## src/rtl/assert_macros.svh

```systemverilog
// ---------------------------------------------------------------------------
// assertion helpers shared by the rtl
// ---------------------------------------------------------------------------
`ifndef ASSERT_MACROS_SVH
`define ASSERT_MACROS_SVH

// condition holds at every rising clock edge outside reset
`define ASSERT_ALWAYS(lbl, clk, rst, cond, msg) \
   lbl: assert property (@(posedge clk) disable iff (rst) (cond)) else $error(msg);

// consequent holds whenever the antecedent does, same edge
`define ASSERT_IMPLY(lbl, clk, rst, ante, cons, msg) \
   lbl: assert property (@(posedge clk) disable iff (rst) (ante) |-> (cons)) else $error(msg);

`endif

```

## src/rtl/psgde_pkg.sv

```systemverilog
// ---------------------------------------------------------------------------
// psgde_pkg
// types and constants of the sound chip register delta encoder
// ---------------------------------------------------------------------------
package psgde_pkg;

   localparam int TONE_CHANNELS = 3;
   localparam int REG_COUNT     = 14;
   localparam int SLOT_COUNT    = 15;
   localparam int QUEUE_DEPTH   = 2;

   localparam logic [7:0] MIXER_MASK = 8'h3F;
   localparam logic [7:0] MIXER_TAG  = 8'hC0;
   localparam logic [7:0] FLAG_BIT   = 8'h80;

   typedef struct packed {
      logic [7:0]  mixer_bits;
      logic [11:0] tone_a_period;
      logic [11:0] tone_b_period;
      logic [11:0] tone_c_period;
      logic [15:0] envelope_period;
      logic [4:0]  noise_period;
      logic [4:0]  level_a;
      logic [4:0]  level_b;
      logic [4:0]  level_c;
      logic [3:0]  envelope_shape;
      logic [3:0]  retrigger_flags;
      logic [1:0]  frame_flags;
   } req_word_type;

   typedef struct packed {
      logic [7:0] data_byte;
      logic       last_byte;
   } rsp_word_type;

   // fixed byte layout of a record; slot_en marks the bytes that go out
   typedef struct packed {
      logic [SLOT_COUNT-1:0]      slot_en;
      logic [SLOT_COUNT-1:0][7:0] slot_byte;
   } record_type;

   typedef struct packed {
      logic       valid;
      record_type rec;
   } queue_head_type;

endpackage

```

## src/rtl/psgde_front.sv

```systemverilog
// ---------------------------------------------------------------------------
// psgde_front
// compares a register snapshot with the previous frame and builds a record
// ---------------------------------------------------------------------------
module psgde_front import psgde_pkg::*; (
   input  logic         clock,
   input  logic         reset,
   input  logic         req_valid,
   output logic         req_stall,
   input  req_word_type req_word,
   input  logic         queue_full,
   output logic         push_valid,
   output record_type   push_rec
);

   localparam int REG_NOISE  = 6;
   localparam int REG_MIXER  = 7;
   localparam int REG_LEVEL  = 8;
   localparam int REG_ENV_L  = 11;
   localparam int REG_ENV_H  = 12;
   localparam int REG_SHAPE  = 13;

   localparam int SLOT_MASK  = 0;
   localparam int SLOT_MIXER = 1;
   localparam int SLOT_TONE  = 2;
   localparam int SLOT_ENV   = 8;
   localparam int SLOT_LEV_A = 10;
   localparam int SLOT_NOISE = 11;
   localparam int SLOT_LEV_B = 12;
   localparam int SLOT_SHAPE = 13;
   localparam int SLOT_LEV_C = 14;

   logic [7:0]  prev_ff [REG_COUNT];
   logic [7:0]  cur     [REG_COUNT];
   logic [11:0] tone    [TONE_CHANNELS];
   logic        accept;
   logic        force_key;
   logic        emit;
   logic        noise_set;
   logic        shape_set;
   logic        chg_a;
   logic        chg_b;
   logic        chg_c;
   logic        chg_env;
   logic        chg_mix;
   logic [TONE_CHANNELS-1:0] chg_tone;
   logic [7:0]  mask;
   record_type  rec;

   assign accept    = req_valid && !req_stall;
   assign req_stall = queue_full;
   assign force_key = req_word.frame_flags[0];
   assign emit      = req_word.frame_flags[1];

   assign tone[0] = req_word.tone_a_period;
   assign tone[1] = req_word.tone_b_period;
   assign tone[2] = req_word.tone_c_period;

   always_comb begin
      for (int i = 0; i < TONE_CHANNELS; i++) begin
         cur[2*i]   = tone[i][7:0];
         cur[2*i+1] = {4'h0, tone[i][11:8]};
      end
      cur[REG_NOISE]   = {3'h0, req_word.noise_period};
      cur[REG_MIXER]   = req_word.mixer_bits;
      cur[REG_LEVEL]   = {3'h0, req_word.level_a};
      cur[REG_LEVEL+1] = {3'h0, req_word.level_b};
      cur[REG_LEVEL+2] = {3'h0, req_word.level_c};
      cur[REG_ENV_L]   = req_word.envelope_period[7:0];
      cur[REG_ENV_H]   = req_word.envelope_period[15:8];
      cur[REG_SHAPE]   = {4'h0, req_word.envelope_shape};
   end

   always_comb begin
      rec = '0;

      // mixer high bits are kept but never compared
      chg_mix = ((cur[REG_MIXER] & MIXER_MASK) != (prev_ff[REG_MIXER] & MIXER_MASK))
                || force_key;
      rec.slot_en[SLOT_MIXER]   = chg_mix;
      rec.slot_byte[SLOT_MIXER] = (cur[REG_MIXER] & MIXER_MASK) | MIXER_TAG;

      for (int i = 0; i < TONE_CHANNELS; i++) begin
         chg_tone[i] = (cur[2*i] != prev_ff[2*i]) || (cur[2*i+1] != prev_ff[2*i+1])
                       || req_word.retrigger_flags[i] || force_key;
         rec.slot_en[SLOT_TONE+2*i]     = chg_tone[i];
         rec.slot_en[SLOT_TONE+2*i+1]   = chg_tone[i];
         rec.slot_byte[SLOT_TONE+2*i]   = cur[2*i];
         rec.slot_byte[SLOT_TONE+2*i+1] = cur[2*i+1]
                                          | (req_word.retrigger_flags[i] ? FLAG_BIT : 8'h00);
      end

      chg_env = (cur[REG_ENV_L] != prev_ff[REG_ENV_L])
                || (cur[REG_ENV_H] != prev_ff[REG_ENV_H]) || force_key;
      rec.slot_en[SLOT_ENV]     = chg_env;
      rec.slot_en[SLOT_ENV+1]   = chg_env;
      rec.slot_byte[SLOT_ENV]   = cur[REG_ENV_L];
      rec.slot_byte[SLOT_ENV+1] = cur[REG_ENV_H];

      noise_set = cur[REG_NOISE] != prev_ff[REG_NOISE];
      chg_a     = (cur[REG_LEVEL] != prev_ff[REG_LEVEL]) || noise_set || force_key;
      rec.slot_en[SLOT_LEV_A]   = chg_a;
      rec.slot_byte[SLOT_LEV_A] = cur[REG_LEVEL] | (noise_set ? FLAG_BIT : 8'h00);
      rec.slot_en[SLOT_NOISE]   = chg_a && noise_set;
      rec.slot_byte[SLOT_NOISE] = cur[REG_NOISE];

      shape_set = (cur[REG_SHAPE] != prev_ff[REG_SHAPE]) || req_word.retrigger_flags[3];
      chg_b     = (cur[REG_LEVEL+1] != prev_ff[REG_LEVEL+1]) || shape_set || force_key;
      rec.slot_en[SLOT_LEV_B]   = chg_b;
      rec.slot_byte[SLOT_LEV_B] = cur[REG_LEVEL+1] | (shape_set ? FLAG_BIT : 8'h00);
      rec.slot_en[SLOT_SHAPE]   = chg_b && shape_set;
      rec.slot_byte[SLOT_SHAPE] = cur[REG_SHAPE];

      chg_c = (cur[REG_LEVEL+2] != prev_ff[REG_LEVEL+2]) || force_key;
      rec.slot_en[SLOT_LEV_C]   = chg_c;
      rec.slot_byte[SLOT_LEV_C] = cur[REG_LEVEL+2];

      mask = {chg_mix, chg_tone[0], chg_tone[1], chg_tone[2], chg_env, chg_a, chg_b, chg_c};
      rec.slot_en[SLOT_MASK]   = 1'b1;
      rec.slot_byte[SLOT_MASK] = mask;
   end

   assign push_valid = accept && emit;
   assign push_rec   = rec;

   // copy is refreshed whether or not the frame is emitted
   always_ff @(posedge clock) begin
      if (reset) begin
         for (int i = 0; i < REG_COUNT; i++) begin
            prev_ff[i] <= '0;
         end
      end else if (accept) begin
         for (int i = 0; i < REG_COUNT; i++) begin
            prev_ff[i] <= cur[i];
         end
      end
   end

endmodule

```

## src/rtl/psgde_queue.sv

```systemverilog
// ---------------------------------------------------------------------------
// psgde_queue
// two-entry record queue between the compare front and the byte sequencer
// ---------------------------------------------------------------------------
`include "assert_macros.svh"

module psgde_queue import psgde_pkg::*; (
   input  logic           clock,
   input  logic           reset,
   input  logic           push_valid,
   input  record_type     push_rec,
   output logic           queue_full,
   input  logic           pop,
   output queue_head_type head
);

   localparam int PTR_W   = $clog2(QUEUE_DEPTH);
   localparam int COUNT_W = $clog2(QUEUE_DEPTH + 1);

   record_type         mem_ff [QUEUE_DEPTH];
   logic [PTR_W-1:0]   wr_ptr_ff;
   logic [PTR_W-1:0]   wr_ptr_in;
   logic [PTR_W-1:0]   rd_ptr_ff;
   logic [PTR_W-1:0]   rd_ptr_in;
   logic [COUNT_W-1:0] count_ff;
   logic [COUNT_W-1:0] count_in;
   logic               do_pop;

   assign queue_full = (count_ff == COUNT_W'(QUEUE_DEPTH));
   assign head.valid = (count_ff != '0);
   assign head.rec   = mem_ff[rd_ptr_ff];
   assign do_pop     = pop && head.valid;

   always_comb begin
      wr_ptr_in = wr_ptr_ff;
      rd_ptr_in = rd_ptr_ff;
      count_in  = count_ff;
      if (push_valid) begin
         wr_ptr_in = (wr_ptr_ff == PTR_W'(QUEUE_DEPTH - 1)) ? '0 : wr_ptr_ff + 1'b1;
      end
      if (do_pop) begin
         rd_ptr_in = (rd_ptr_ff == PTR_W'(QUEUE_DEPTH - 1)) ? '0 : rd_ptr_ff + 1'b1;
      end
      case ({push_valid, do_pop})
         2'b10:   count_in = count_ff + 1'b1;
         2'b01:   count_in = count_ff - 1'b1;
         default: count_in = count_ff;
      endcase
   end

   always_ff @(posedge clock) begin
      if (reset) begin
         wr_ptr_ff <= '0;
         rd_ptr_ff <= '0;
         count_ff  <= '0;
      end else begin
         wr_ptr_ff <= wr_ptr_in;
         rd_ptr_ff <= rd_ptr_in;
         count_ff  <= count_in;
      end
   end

   always_ff @(posedge clock) begin
      if (push_valid) begin
         mem_ff[wr_ptr_ff] <= push_rec;
      end
   end

   `ASSERT_ALWAYS(a_no_overflow, clock, reset, !(push_valid && queue_full), "push into full queue")
   `ASSERT_ALWAYS(a_count_range, clock, reset, count_ff <= COUNT_W'(QUEUE_DEPTH), "queue count out of range")

endmodule

```

## src/rtl/psgde_back.sv

```systemverilog
// ---------------------------------------------------------------------------
// psgde_back
// sends the enabled bytes of a record one word per cycle while not stalled
// ---------------------------------------------------------------------------
`include "assert_macros.svh"

module psgde_back import psgde_pkg::*; (
   input  logic           clock,
   input  logic           reset,
   input  queue_head_type head,
   output logic           pop,
   output logic           rsp_valid,
   input  logic           rsp_stall,
   output rsp_word_type   rsp_word
);

   record_type            rec_ff;
   record_type            rec_in;
   logic [SLOT_COUNT-1:0] pending_ff;
   logic [SLOT_COUNT-1:0] pending_in;
   logic                  busy_ff;
   logic                  busy_in;
   logic                  out_valid_ff;
   logic                  out_valid_in;
   rsp_word_type          out_word_ff;
   rsp_word_type          out_word_in;
   logic [SLOT_COUNT-1:0] pick;
   logic [SLOT_COUNT-1:0] remaining;
   logic [7:0]            sel_byte;
   logic                  load;
   logic                  send;
   logic                  finishing;

   assign load      = !out_valid_ff || !rsp_stall;
   assign send      = busy_ff && load;
   // lowest pending slot goes next
   assign pick      = pending_ff & (~pending_ff + 1'b1);
   assign remaining = pending_ff & ~pick;
   assign finishing = send && (remaining == '0);
   assign pop       = head.valid && (!busy_ff || finishing);

   always_comb begin
      sel_byte = '0;
      for (int i = 0; i < SLOT_COUNT; i++) begin
         sel_byte = sel_byte | (rec_ff.slot_byte[i] & {8{pick[i]}});
      end
   end

   always_comb begin
      rec_in       = rec_ff;
      pending_in   = pending_ff;
      busy_in      = busy_ff;
      out_valid_in = out_valid_ff;
      out_word_in  = out_word_ff;
      if (pop) begin
         rec_in     = head.rec;
         pending_in = head.rec.slot_en;
         busy_in    = 1'b1;
      end else if (finishing) begin
         pending_in = '0;
         busy_in    = 1'b0;
      end else if (send) begin
         pending_in = remaining;
      end
      if (load) begin
         out_valid_in          = send;
         out_word_in.data_byte = sel_byte;
         out_word_in.last_byte = (remaining == '0);
      end
   end

   always_ff @(posedge clock) begin
      if (reset) begin
         pending_ff   <= '0;
         busy_ff      <= 1'b0;
         out_valid_ff <= 1'b0;
      end else begin
         pending_ff   <= pending_in;
         busy_ff      <= busy_in;
         out_valid_ff <= out_valid_in;
      end
   end

   always_ff @(posedge clock) begin
      rec_ff      <= rec_in;
      out_word_ff <= out_word_in;
   end

   assign rsp_valid = out_valid_ff;
   assign rsp_word  = out_word_ff;

   `ASSERT_IMPLY(a_busy_pending, clock, reset, busy_ff, pending_ff != '0, "busy with no pending byte")
   `ASSERT_IMPLY(a_mid_record, clock, reset, rsp_valid && !rsp_word.last_byte, busy_ff, "record ended before last word")

endmodule

```

## src/rtl/psg_register_delta_encoder_unit.sv

```systemverilog
// ---------------------------------------------------------------------------
// psg_register_delta_encoder_unit
// encodes each frame's sound chip register snapshot as a mask byte plus
// the register groups that changed since the previous frame
// ---------------------------------------------------------------------------
// a snapshot's record goes to the queue, the sequencer's record register and then
//    its first word to the output register; a record of 1 to 15 words is sent back
//    to back while not stalled, the next one loaded with its last word; emit off
//    pushes nothing; snapshots go back to back while the two-entry queue has room
// reset: synchronous, clears the previous-frame copy to zero and empties the queue
module psg_register_delta_encoder_unit import psgde_pkg::*; (
   input  logic         clock,
   input  logic         reset,
   input  logic         req_valid,
   output logic         req_stall,
   input  req_word_type req_word,
   output logic         rsp_valid,
   input  logic         rsp_stall,
   output rsp_word_type rsp_word
);

   logic           queue_full;
   logic           push_valid;
   record_type     push_rec;
   logic           pop;
   queue_head_type head;

   psgde_front u_front (
      .clock      (clock),
      .reset      (reset),
      .req_valid  (req_valid),
      .req_stall  (req_stall),
      .req_word   (req_word),
      .queue_full (queue_full),
      .push_valid (push_valid),
      .push_rec   (push_rec)
   );

   psgde_queue u_queue (
      .clock      (clock),
      .reset      (reset),
      .push_valid (push_valid),
      .push_rec   (push_rec),
      .queue_full (queue_full),
      .pop        (pop),
      .head       (head)
   );

   psgde_back u_back (
      .clock     (clock),
      .reset     (reset),
      .head      (head),
      .pop       (pop),
      .rsp_valid (rsp_valid),
      .rsp_stall (rsp_stall),
      .rsp_word  (rsp_word)
   );

endmodule

```

## config.mk

```make
export PLATFORM = sky130hd
export DESIGN_NAME = psg_register_delta_encoder_unit
export DESIGN_NICKNAME = d
export VERILOG_FILES = /design/src/rtl/psgde_pkg.sv /design/src/rtl/psgde_front.sv /design/src/rtl/psgde_queue.sv /design/src/rtl/psgde_back.sv /design/src/rtl/psg_register_delta_encoder_unit.sv
export VERILOG_INCLUDE_DIRS = /design/src /design/src/rtl
export SDC_FILE = /design/constraint.sdc
export NUM_CORES = 1
export LEC_CHECK = 0
export BUFFER_PORTS_ARGS = -buffer_cell sky130_fd_sc_hd__buf_2
export CAP_MARGIN = 30
export CELL_PAD_IN_SITES_DETAIL_PLACEMENT = 1
export CELL_PAD_IN_SITES_GLOBAL_PLACEMENT = 1
export CORE_ASPECT_RATIO = 1.1
export CORE_MARGIN = 3
export CORE_UTILIZATION = 40
export DETAILED_ROUTE_END_ITERATION = 8
export PLACE_DENSITY = 0.7
export SLEW_MARGIN = 15
export SYNTH_ARGS = -nofsm -noshare
export SYNTH_HDL_FRONTEND = slang
export SYNTH_SLANG_ARGS = --single-unit
export TNS_END_PERCENT = 50
```

## constraint.sdc

```tcl
create_clock -name clock -period 8.7 [get_ports clock]
set_clock_uncertainty 0.2 [all_clocks]
set_input_delay 0.435 -clock clock [delete_from_list [all_inputs] [get_ports clock]]
set_output_delay 0.435 -clock clock [all_outputs]
set_load 0.05 [all_outputs]
```

==> impl_metrics.toml, run 1 <==
[floorplanning]
pin_count = 105
die_w_um = 197
core_area_um2 = 39400
placementRows = 76
die_area_um2 = 42500
die_h_um = 216
initial_core_util_pct = 40.7

[clock_tree]
ctsHtreeMaxLevel = 2
cts_tree = "done"
clkTransAtPathRegs_ns = 0.06
cts_buffer_depth = 3
postCtsSetupBuffers = 0
clock_latency_ns = 0.54
cts_root_buffer = "clkbuf_16"
cts_buffers = 42
clock_sinks = 402

[placement]
hpwl_um = 23200
portBuffers = 102
finalWeightedCongestion = 0.778

[sta]
period_share_pct = 60.0
post-route-min-period_ns = 5.22
worst_pin_slew_ns = 0.974
setup_viol = 0
rsz0062_at_grt = "false"
tns_ns = 0
slew_violations = 0
hold_viol_final = 0
fmax_ghz = 0.192
maxSlewHeadroom_pct = 35.1

[yosys]
yosysTopAreaCellShare_pct = 71.2
synth_most_common_cell = "edfxtp_1"
synth_cell_types = 64
yosysWarningCount = 0
syn_nets = 1064
synthFlopType = "edfxtp_1"
synth_seq_area_share_pct = 74.0
synth_top_cells_by_area = "edfxtp_1 71%, mux2_2 6.5%, dfxtp_1 2.7%"
syn_area_um2 = 16000
synth.avg_cell_area_um2 = 16.5
synth-seq-cells = 402
async_reset_ff_share_pct = 0
synthCells = 969
synth_edf_count = 380
ys_top_cells_by_count = "380 x edfxtp_1, 93 x mux2_2, 58 x and2_1, 46 x xor2_1, 36 x xnor2_1"
synth_area_leader_cell = "edfxtp_1"

[cells_and_area]
layout-drive-gt1-share_pct = 23.9
nets = 1269
utilization_pct = 49.3
area_growth_pct = 21.1
insertedDiodeCount = 0

[detailed_routing]
drc = 0
wl_met1_um = 16100
top_layer = "met4"
viasPerCell = 5.21
wl_met2_um = 18300
num_vias = 8934
route.met3.wl_um = 1080
dr.pass1.iters = 5
wl_um = 36100
wire_per_inst_um = 21.1
drtIter0Drc = 652
drt.antenna.violating_nets = 0

[power_and_ir_drop]
pwr-share-seq_pct = 47.8
clkPwrFrac_pct = 29.0
leakagePower_nw = 6.64
p_int_w = 0.00417
combPwrFrac_pct = 23.1
total_power_w = 0.00604
switching_share_pct = 30.9
powerDensity_nw_per_um2 = 311
p_sw_w = 0.00187
ir_worst_vdd_mv = 0.179

[worst_setup_path]
crit_type = "reg2reg"
r2r_end = "u_back.rec_ff[72]"
critPathRequiredTime_ns = 8.66
critical_path.max_fanout = 49
rrSetupSlack_ns = 3.48
r2r-start = "u_back.pending_ff[0]"
worstPathArrival_ns = 5.18
start_kind = "register"
crit_path_end_kind = "register"
r2r_cells = 6

[grt]
grt_first_pass_wirelength_um = 56200
track_usage_pct = 17.0
antenna_found_initial = 0
gr-total-overflow = 0
grt_max_degree = 67
grt_pass1_vias = 9543

[outcome]
status = "complete, no violations"

[hold_path]
holdPathEnd = "u_queue.mem_ff[1][120]"
min_from = "req_word[5]"
holdPathStages = 3
hp-class = "in2reg"

[flow_run]
drv_cap = 0
metrics by stage:
step,instance area [µm²],cells,setup WS [ns],hold slack (ns)
5_1_grt,19400,1714,3.08,0.0821
4_1_cts,19400,1714,3.48,0.0486
2_1_floorplan,16000,969,2.87,0.302
3_5_place_dp,17200,1551,3.48,0.333
6_report,19400,1714,3.48,0.0749
3_3_place_gp,17100,1547,3.65,0.308
critical path: stages, from the launching register on:
cell and delay [ns]:
dfxtp_1 0.52, or3_1 0.68, nor4_2 0.82, o22ai_1 0.30, or4_1 0.93, nand2_4 0.65, buf_4 0.64
metal layers:
layer  vias up  GRT usage (%)
li1       4165              -
met1      4579           22.8
met2       142           29.4
met3        48           2.56
met4         0           4.13
met5         -              0
state kept, by name, summed over array words and instances (netlist names), named ones only:
signal	flops
u_queue.wr_ptr_ff	1
u_front.prev_ff	82
u_back.rsp_valid	1
u_queue.rd_ptr_ff	1
u_back.pending_ff	15
u_back.busy_ff	1
u_back.rec_ff	95
u_queue.count_ff	2
u_back.rsp_word	9
u_queue.mem_ff	194
cell usage in the layout, fill, tap and decap left out, drive strengths merged, types with 18 or more instances in the layout:
| master | netlist | routed |
|---|---|---|
| nor2 | 23 | 23 |
| dfxtp | 22 | 22 |
| buf | 6 | 115 |
| nor2b | 26 | 26 |
| dlygate4sd3 | 0 | 86 |
| edfxtp | 380 | 380 |
| xor2 | 46 | 46 |
| clkbuf | 34 | 52 |
| mux2 | 93 | 93 |
| and2 | 58 | 58 |
| a22oi | 30 | 30 |
| xnor2 | 36 | 36 |
| clkinv | 0 | 18 |
| nand2 | 25 | 25 |
worst max path at each step:
| stage | end | cells past startpoint | slack (ns) | startpoint |
|---|---|---|---|---|
| after floorplan | u_queue.count_ff[1] | 10 | 2.87 | u_back.pending_ff[4] |
| after global placement | u_back.rec_ff[73] | 6 | 3.65 | u_back.pending_ff[0] |
| after detailed placement | u_back.rec_ff[74] | 6 | 3.48 | u_back.pending_ff[0] |
| after CTS | u_back.rec_ff[115] | 6 | 3.48 | u_back.pending_ff[0] |
| after global routing | u_back.rec_ff[115] | 6 | 3.08 | u_back.pending_ff[0] |
| final | u_back.rec_ff[72] | 6 | 3.48 | u_back.pending_ff[0] |
layout make-up:
| type | count | area, µm² |
|---|---|---|
| fillers | 3833 | 20000 |
| flip-flops and latches | 402 | 11900 |
| multi-input cells | 517 | 4010 |
| repair buffers | 201 | 1510 |
| clock buffers | 52 | 1150 |
| well taps | 507 | 634 |
| clock inverters | 25 | 204 |
| inverters | 10 | 37.5 |
power by group through the flow:
stage / Clock, W / Sequential, W / Combinational (W)
floorplan: 0 / 0.00289 / 0.000937
global placement: 0 / 0.00291 / 0.00132
detailed placement: 0 / 0.00293 / 0.00138
CTS: 0.00180 / 0.00289 / 0.00142
global route: 0.00188 / 0.00293 / 0.00153
finish: 0.00175 / 0.00289 / 0.00140
cells by family (layout without fill, tap and decap cells):
| family | count (synthesis) | in the layout | synth area share [%] |
|---|---|---|---|
| AO/OA/AOI/OAI | 122 | 122 | 5.71 |
| XOR/XNOR | 82 | 82 | 4.48 |
| adder cells (fa/ha/maj) | 2 | 2 | 0.141 |
| buffers and inverters | 50 | 288 | 1.28 |
| flip-flops | 402 | 402 | 74.0 |
| multiplexers | 97 | 97 | 6.78 |
| AND/OR/NAND/NOR | 214 | 214 | 7.65 |
repair_timing:
| item | CTS | global route |
|---|---|---|
| hold endpoints to repair | 171 | 0 |
| hold buffers | 86 | 0 |
| gates resized for setup | 0 | 0 |
Note: power is estimated with default switching activity, not from simulation.
==> run 2, diff against run 1 <==
==> constraint.sdc (replaced) <==
create_clock -name clock -period 5.23 [get_ports clock]
set_clock_uncertainty 0.2 [all_clocks]
set_input_delay 0.2615 -clock clock [delete_from_list [all_inputs] [get_ports clock]]
set_output_delay 0.2615 -clock clock [all_outputs]
set_load 0.05 [all_outputs]
==> run 2 against run 1 <==
Compared with the run above:
- via count is 0.95% lower
- final area is 0.13% lower
- combinational power is 67% higher
- setup slack worse by 2.7 ns
- count of clock-buffer cells in the layout is 2 lower
- die area stayed put
- non-clock buffer count is 5 higher
==> impl_metrics.toml, run 2 (synthesis gave the netlist of run 1 again) <==
[sta]
worst_pin_slew_ns = 0.929
fmax_ghz = 0.226
period_share_pct = 84.7
slew_violations = 0
maxSlewHeadroom_pct = 37.9
rsz0062_at_grt = "false"
setup_viol = 0
hold_viol_final = 0
post-route-min-period_ns = 4.43

[power_and_ir_drop]
powerDensity_nw_per_um2 = 514
ir_worst_vdd_mv = 0.443
leakagePower_nw = 6.64

[worst_setup_path]
start_kind = "register"
critPathRequiredTime_ns = 5.20
r2r-start = "u_back.pending_ff[0]"
crit_path_end_kind = "register"
worstPathArrival_ns = 4.40
r2r_end = "u_back.rec_ff[21]"
path_cells = "or3_1 > or3_4 > a2111o_1 > or4_1 > nand2_4 > buf_12"
cp_slowest_stage_delay_ns = 0.93
cpLargestDelayFamily = "simple AND/OR/NAND/NOR gates"
path_buf_inv = 1
worst_path_max_delay_cell = "or4_1"
critical_path.max_fanout = 95
crit_type = "reg2reg"
r2r_cells = 6
rrSetupSlack_ns = 0.80

[cells_and_area]
finish.instance_area_um2 = 19400
area_growth_pct = 20.9
fin_cells = 1713
layout-drive-gt1-share_pct = 23.9
final_cell_mix = "380 x edfxtp_1, 102 x buf_2, 93 x mux2_2"
insertedDiodeCount = 0
utilization_pct = 49.2
layout_commonest_cell = "edfxtp_1"
top_regs = "u_queue.mem_ff: 194 flops, u_back.rec_ff: 95 flops, u_front.prev_ff: 82 flops"
top_register = "u_queue.mem_ff"
fill_cells = 3845
largest_reg_flops = 194
nets = 1273

[flow_run]
drv_cap = 0

[floorplanning]
core_area_um2 = 39400
pin_count = 105
initial_core_util_pct = 40.7
die_w_um = 197
die_area_um2 = 42500
placementRows = 76
die_h_um = 216

[grt]
grt_max_degree = 96
gr-total-overflow = 0
track_usage_pct = 17.1
grt_first_pass_wirelength_um = 56300
antenna_found_initial = 0
grt_pass1_vias = 9537

[detailed_routing]
drtIter0Drc = 537
dr.pass1.iters = 6
route.met3.wl_um = 1050
wl_met2_um = 18500
drc = 0
wl_met1_um = 16000
drt.antenna.violating_nets = 0
wire_per_inst_um = 21.1
top_layer = "met4"
wl_um = 36200
viasPerCell = 5.17
num_vias = 8849

[clock_tree]
clkTransAtPathRegs_ns = 0.06
cts_root_buffer = "clkbuf_16"
cts_buffer_depth = 3
clock_latency_ns = 0.54
clock_sinks = 402
cts_buffers = 41
ctsHtreeMaxLevel = 2
cts_tree = "done"

[outcome]
status = "complete, no violations"

[hold_path]
min_from = "reset"
holdPathEnd = "u_back.rsp_valid"
hp-class = "in2reg"
holdPathStages = 3

[placement]
portBuffers = 102
finalWeightedCongestion = 0.780
placed_cell_area_um2 = 17200
dp_cells = 1554
hpwl_um = 23500
[run 2: cell count changes in the layout (fill, tap and decap cells not counted), moves of 2 or more]
cell,delta
buf_12,+3
clkinv_1,-2
clkinvlp_4,-2
clkbuf_16,-2
inv_6,+2
[run 2: power by group]
| part | internal [W] | switching (W) |
|---|---|---|
| Sequential | 0.00439 | 0.000454 |
| Clock | 0.00160 | 0.00118 |
| Combinational | 0.000868 | 0.00147 |
[run 2: layout make-up]
| type | instances | area, µm² | share of cell area, % |
|---|---|---|---|
| multi-input cells | 517 | 4010 | 20.7 |
| repair buffers | 206 | 1580 | 8.16 |
| flip-flops and latches | 402 | 11900 | 61.2 |
| inverters | 10 | 37.5 | 0.194 |
| well taps | 507 | 634 | 3.27 |
| clock inverters | 21 | 160 | 0.827 |
| clock buffers | 50 | 1100 | 5.69 |
[run 2: stage by stage]
step / total power (W) / setup TNS [ns] / setup WS [ns] / hold WS [ns]
2_1_floorplan: 0.00634 / -82.42 / -0.425 / 0.160
3_3_place_gp: 0.00707 / 0 / 1.01 / 0.269
5_1_grt: 0.0104 / 0 / 0.693 / 0.186
6_report: 0.00996 / 0 / 0.799 / 0.146
4_1_cts: 0.0101 / 0 / 0.869 / 0.148
3_5_place_dp: 0.00719 / 0 / 0.893 / 0.275
[run 2: routing by layer]
metal	vias up	GRT usage, %
met5	-	0
met4	0	4.02
met3	44	2.47
met1	4490	22.5
met2	149	30.0
li1	4166	-
[run 2: worst max-delay path by stage]
stage / from / to / slack, ns / cells after the start
2_1_floorplan: u_queue.count_ff[0] / u_queue.mem_ff[0][0] / -0.42 / 4
3_3_place_gp: u_back.pending_ff[0] / u_queue.count_ff[1] / 1.01 / 8
3_5_place_dp: u_back.pending_ff[0] / u_queue.count_ff[1] / 0.89 / 8
4_1_cts: u_back.pending_ff[0] / u_queue.count_ff[1] / 0.87 / 8
5_1_grt: u_back.pending_ff[0] / u_back.rec_ff[39] / 0.69 / 6
6_report: u_back.pending_ff[0] / u_back.rec_ff[21] / 0.80 / 6
[run 2: what timing repair did]
action / CTS / global route
gates resized for setup: 0 / 0
setup buffers: 0 / 0
hold buffers: 87 / 0
endpoints found under the hold margin: 271 / 0
[run 2: worst register-to-register path, delay by kind of cell (launching register included)]
kind,cells,cell delay [ns]
buf+inv,1,0.40
flops,1,0.52
compound gates,1,0.47
simple gates,4,2.34
==> run 3, diff against run 2 <==
==> constraint.sdc (replaced) <==
create_clock -name clock -period 4.35 [get_ports clock]
set_clock_uncertainty 0.2 [all_clocks]
set_input_delay 0.2175 -clock clock [delete_from_list [all_inputs] [get_ports clock]]
set_output_delay 0.2175 -clock clock [all_outputs]
set_load 0.05 [all_outputs]
==> run 3 against run 2 <==
Compared with the run above:
- via count grew 1.9%
- critical path type unchanged
- cell count grew 0.64%
- register-to-register slack lost 0.22 ns
- final area grew 0.16%
- sequential cell count is the same
- global-route usage grew 0.11 points
- clock power grew 17%
==> impl_metrics.toml, run 3 (synthesis gave the netlist of run 1 again) <==
[detailed_routing]
route.met3.wl_um = 1270
viasPerCell = 5.23
wl_um = 36400
top_layer = "met4"
drc = 0
wl_met2_um = 18600
wl_met1_um = 15600
dr.pass1.iters = 5
drt.antenna.violating_nets = 0
wire_per_inst_um = 21.1
drtIter0Drc = 598
num_vias = 9019

[hold_path]
hp-class = "in2reg"
min_from = "req_valid"
holdPathStages = 4
holdPathEnd = "u_queue.wr_ptr_ff"

[sta]
fmax_ghz = 0.265
tns_ns = 0
post-route-min-period_ns = 3.77
worst_pin_slew_ns = 0.842
hold_viol_final = 0
rsz0062_at_grt = "false"
slew_violations = 0
period_share_pct = 86.7
setup_viol = 0
maxSlewHeadroom_pct = 43.8

[power_and_ir_drop]
ir_worst_vdd_mv = 0.512
powerDensity_nw_per_um2 = 615
leakagePower_nw = 6.66

[floorplanning]
die_h_um = 216
initial_core_util_pct = 40.7
die_w_um = 197
core_area_um2 = 39400
die_area_um2 = 42500
placementRows = 76
pin_count = 105

[cells_and_area]
layout_commonest_cell = "edfxtp_1"
largest_reg_flops = 194
area_growth_pct = 21.1
multi_input_area_um2 = 4010
final-seq-area_um2 = 11900
final_cell_mix = "380 x edfxtp_1, 103 x buf_2, 93 x mux2_2"
top_regs = "u_queue.mem_ff: 194 flops, u_back.rec_ff: 95 flops, u_front.prev_ff: 82 flops"
nets = 1278
fin_cells = 1724
fill_cells = 3785
finish.instance_area_um2 = 19400
top_register = "u_queue.mem_ff"
layout-drive-gt1-share_pct = 23.9

[clock_tree]
clkTransAtPathRegs_ns = 0.06
cts_buffers = 41
ctsHtreeMaxLevel = 2
clock_sinks = 402
cts_root_buffer = "clkbuf_16"
cts_tree = "done"
postCtsResizedCells = 0
clock_latency_ns = 0.55
cts_buffer_depth = 3

[worst_setup_path]
path_cells = "or4_1 > or3_4 > a2111o_1 > or4_1 > nand2_4 > buf_12"
rrSetupSlack_ns = 0.58
r2r_end = "u_back.rec_ff[16]"
crit_type = "reg2reg"
cp_slowest_stage_delay_ns = 0.63
worst_path_max_delay_cell = "or4_1"
r2r_cells = 6
r2r-start = "u_back.pending_ff[7]"
critical_path.max_fanout = 95
critPathRequiredTime_ns = 4.32
crit_path_end_kind = "register"
start_kind = "register"
worstPathArrival_ns = 3.74
worst_path_most_repeated_cell = "or4_1"

[placement]
hpwl_um = 23600
dp_cells = 1557
finalWeightedCongestion = 0.773
placed_cell_area_um2 = 17300
portBuffers = 102

[grt]
antenna_found_initial = 0
grt_max_degree = 96
grt_pass1_vias = 9688
gr-total-overflow = 0
track_usage_pct = 17.2
grt_first_pass_wirelength_um = 56500

[flow_run]
drv_cap = 0

[outcome]
status = "complete, no violations"
run 3: through the flow:
step / util (%) / hold slack [ns] / power (W) / setup WS [ns]
global placement: 43.7 / 0.226 / 0.00851 / 0.723
finish: 49.3 / 0.0695 / 0.0119 / 0.578
global route: 49.3 / 0.129 / 0.0125 / 0.487
detailed placement: 43.8 / 0.223 / 0.00869 / 0.638
CTS: 49.2 / 0.0489 / 0.0121 / 0.623
floorplan: - / 0.116 / 0.00762 / -1.30
run 3: report_power, final:
group / internal (W) / switching [W] / total, W / leakage [nW]
Combinational: 0.00107 / 0.00187 / 0.00293 / 2.28
Clock: 0.00182 / 0.00143 / 0.00325 / 0.607
Sequential: 0.00528 / 0.000473 / 0.00575 / 3.77
Total: 0.00817 / 0.00377 / 0.0119 / 6.66
run 3: worst max-delay path, delay by kind of cell (launching register included):
kind,cells,cell delay [ns]
flip-flops,1,0.49
AND/OR/NAND/NOR,4,1.72
buffers and inverters,1,0.36
AO/OA/AOI/OAI,1,0.47
run 3: worst max-delay path by stage:
| stage | to | startpoint | cells past startpoint |
|---|---|---|---|
| global placement | u_back.rec_ff[56] | u_back.pending_ff[3] | 6 |
| global route | u_back.rec_ff[56] | u_back.pending_ff[7] | 6 |
| CTS | u_back.rec_ff[116] | u_back.pending_ff[7] | 6 |
| floorplan | u_queue.mem_ff[0][0] | u_queue.count_ff[0] | 4 |
| finish | u_back.rec_ff[16] | u_back.pending_ff[7] | 6 |
| detailed placement | u_back.rec_ff[51] | u_back.pending_ff[7] | 6 |
run 3: timing repair:
item,4_1_cts,5_1_grt
buffers inserted,0,0
hold endpoints to repair,273,0
hold buffers,87,0
run 3: cell type report:
| class | instances | share of cell area, % |
|---|---|---|
| Sequential cell | 402 | 61.1 |
| Inverter | 10 | 0.193 |
| Multi-Input combinational cell | 517 | 20.6 |
| Clock buffer | 57 | 5.80 |
| Antenna cell | 1 | 0.0129 |
| Tap cell | 507 | 3.27 |
| Clock inverter | 19 | 0.606 |
| Timing Repair Buffer | 211 | 8.39 |
run 3: metal layers:
metal  vias to the layer above  GRT usage (%)
li1                       4181              -
met1                      4596           22.7
met2                       183           29.8
met3                        59           2.48
met4                         0           4.66
met5                         -              0
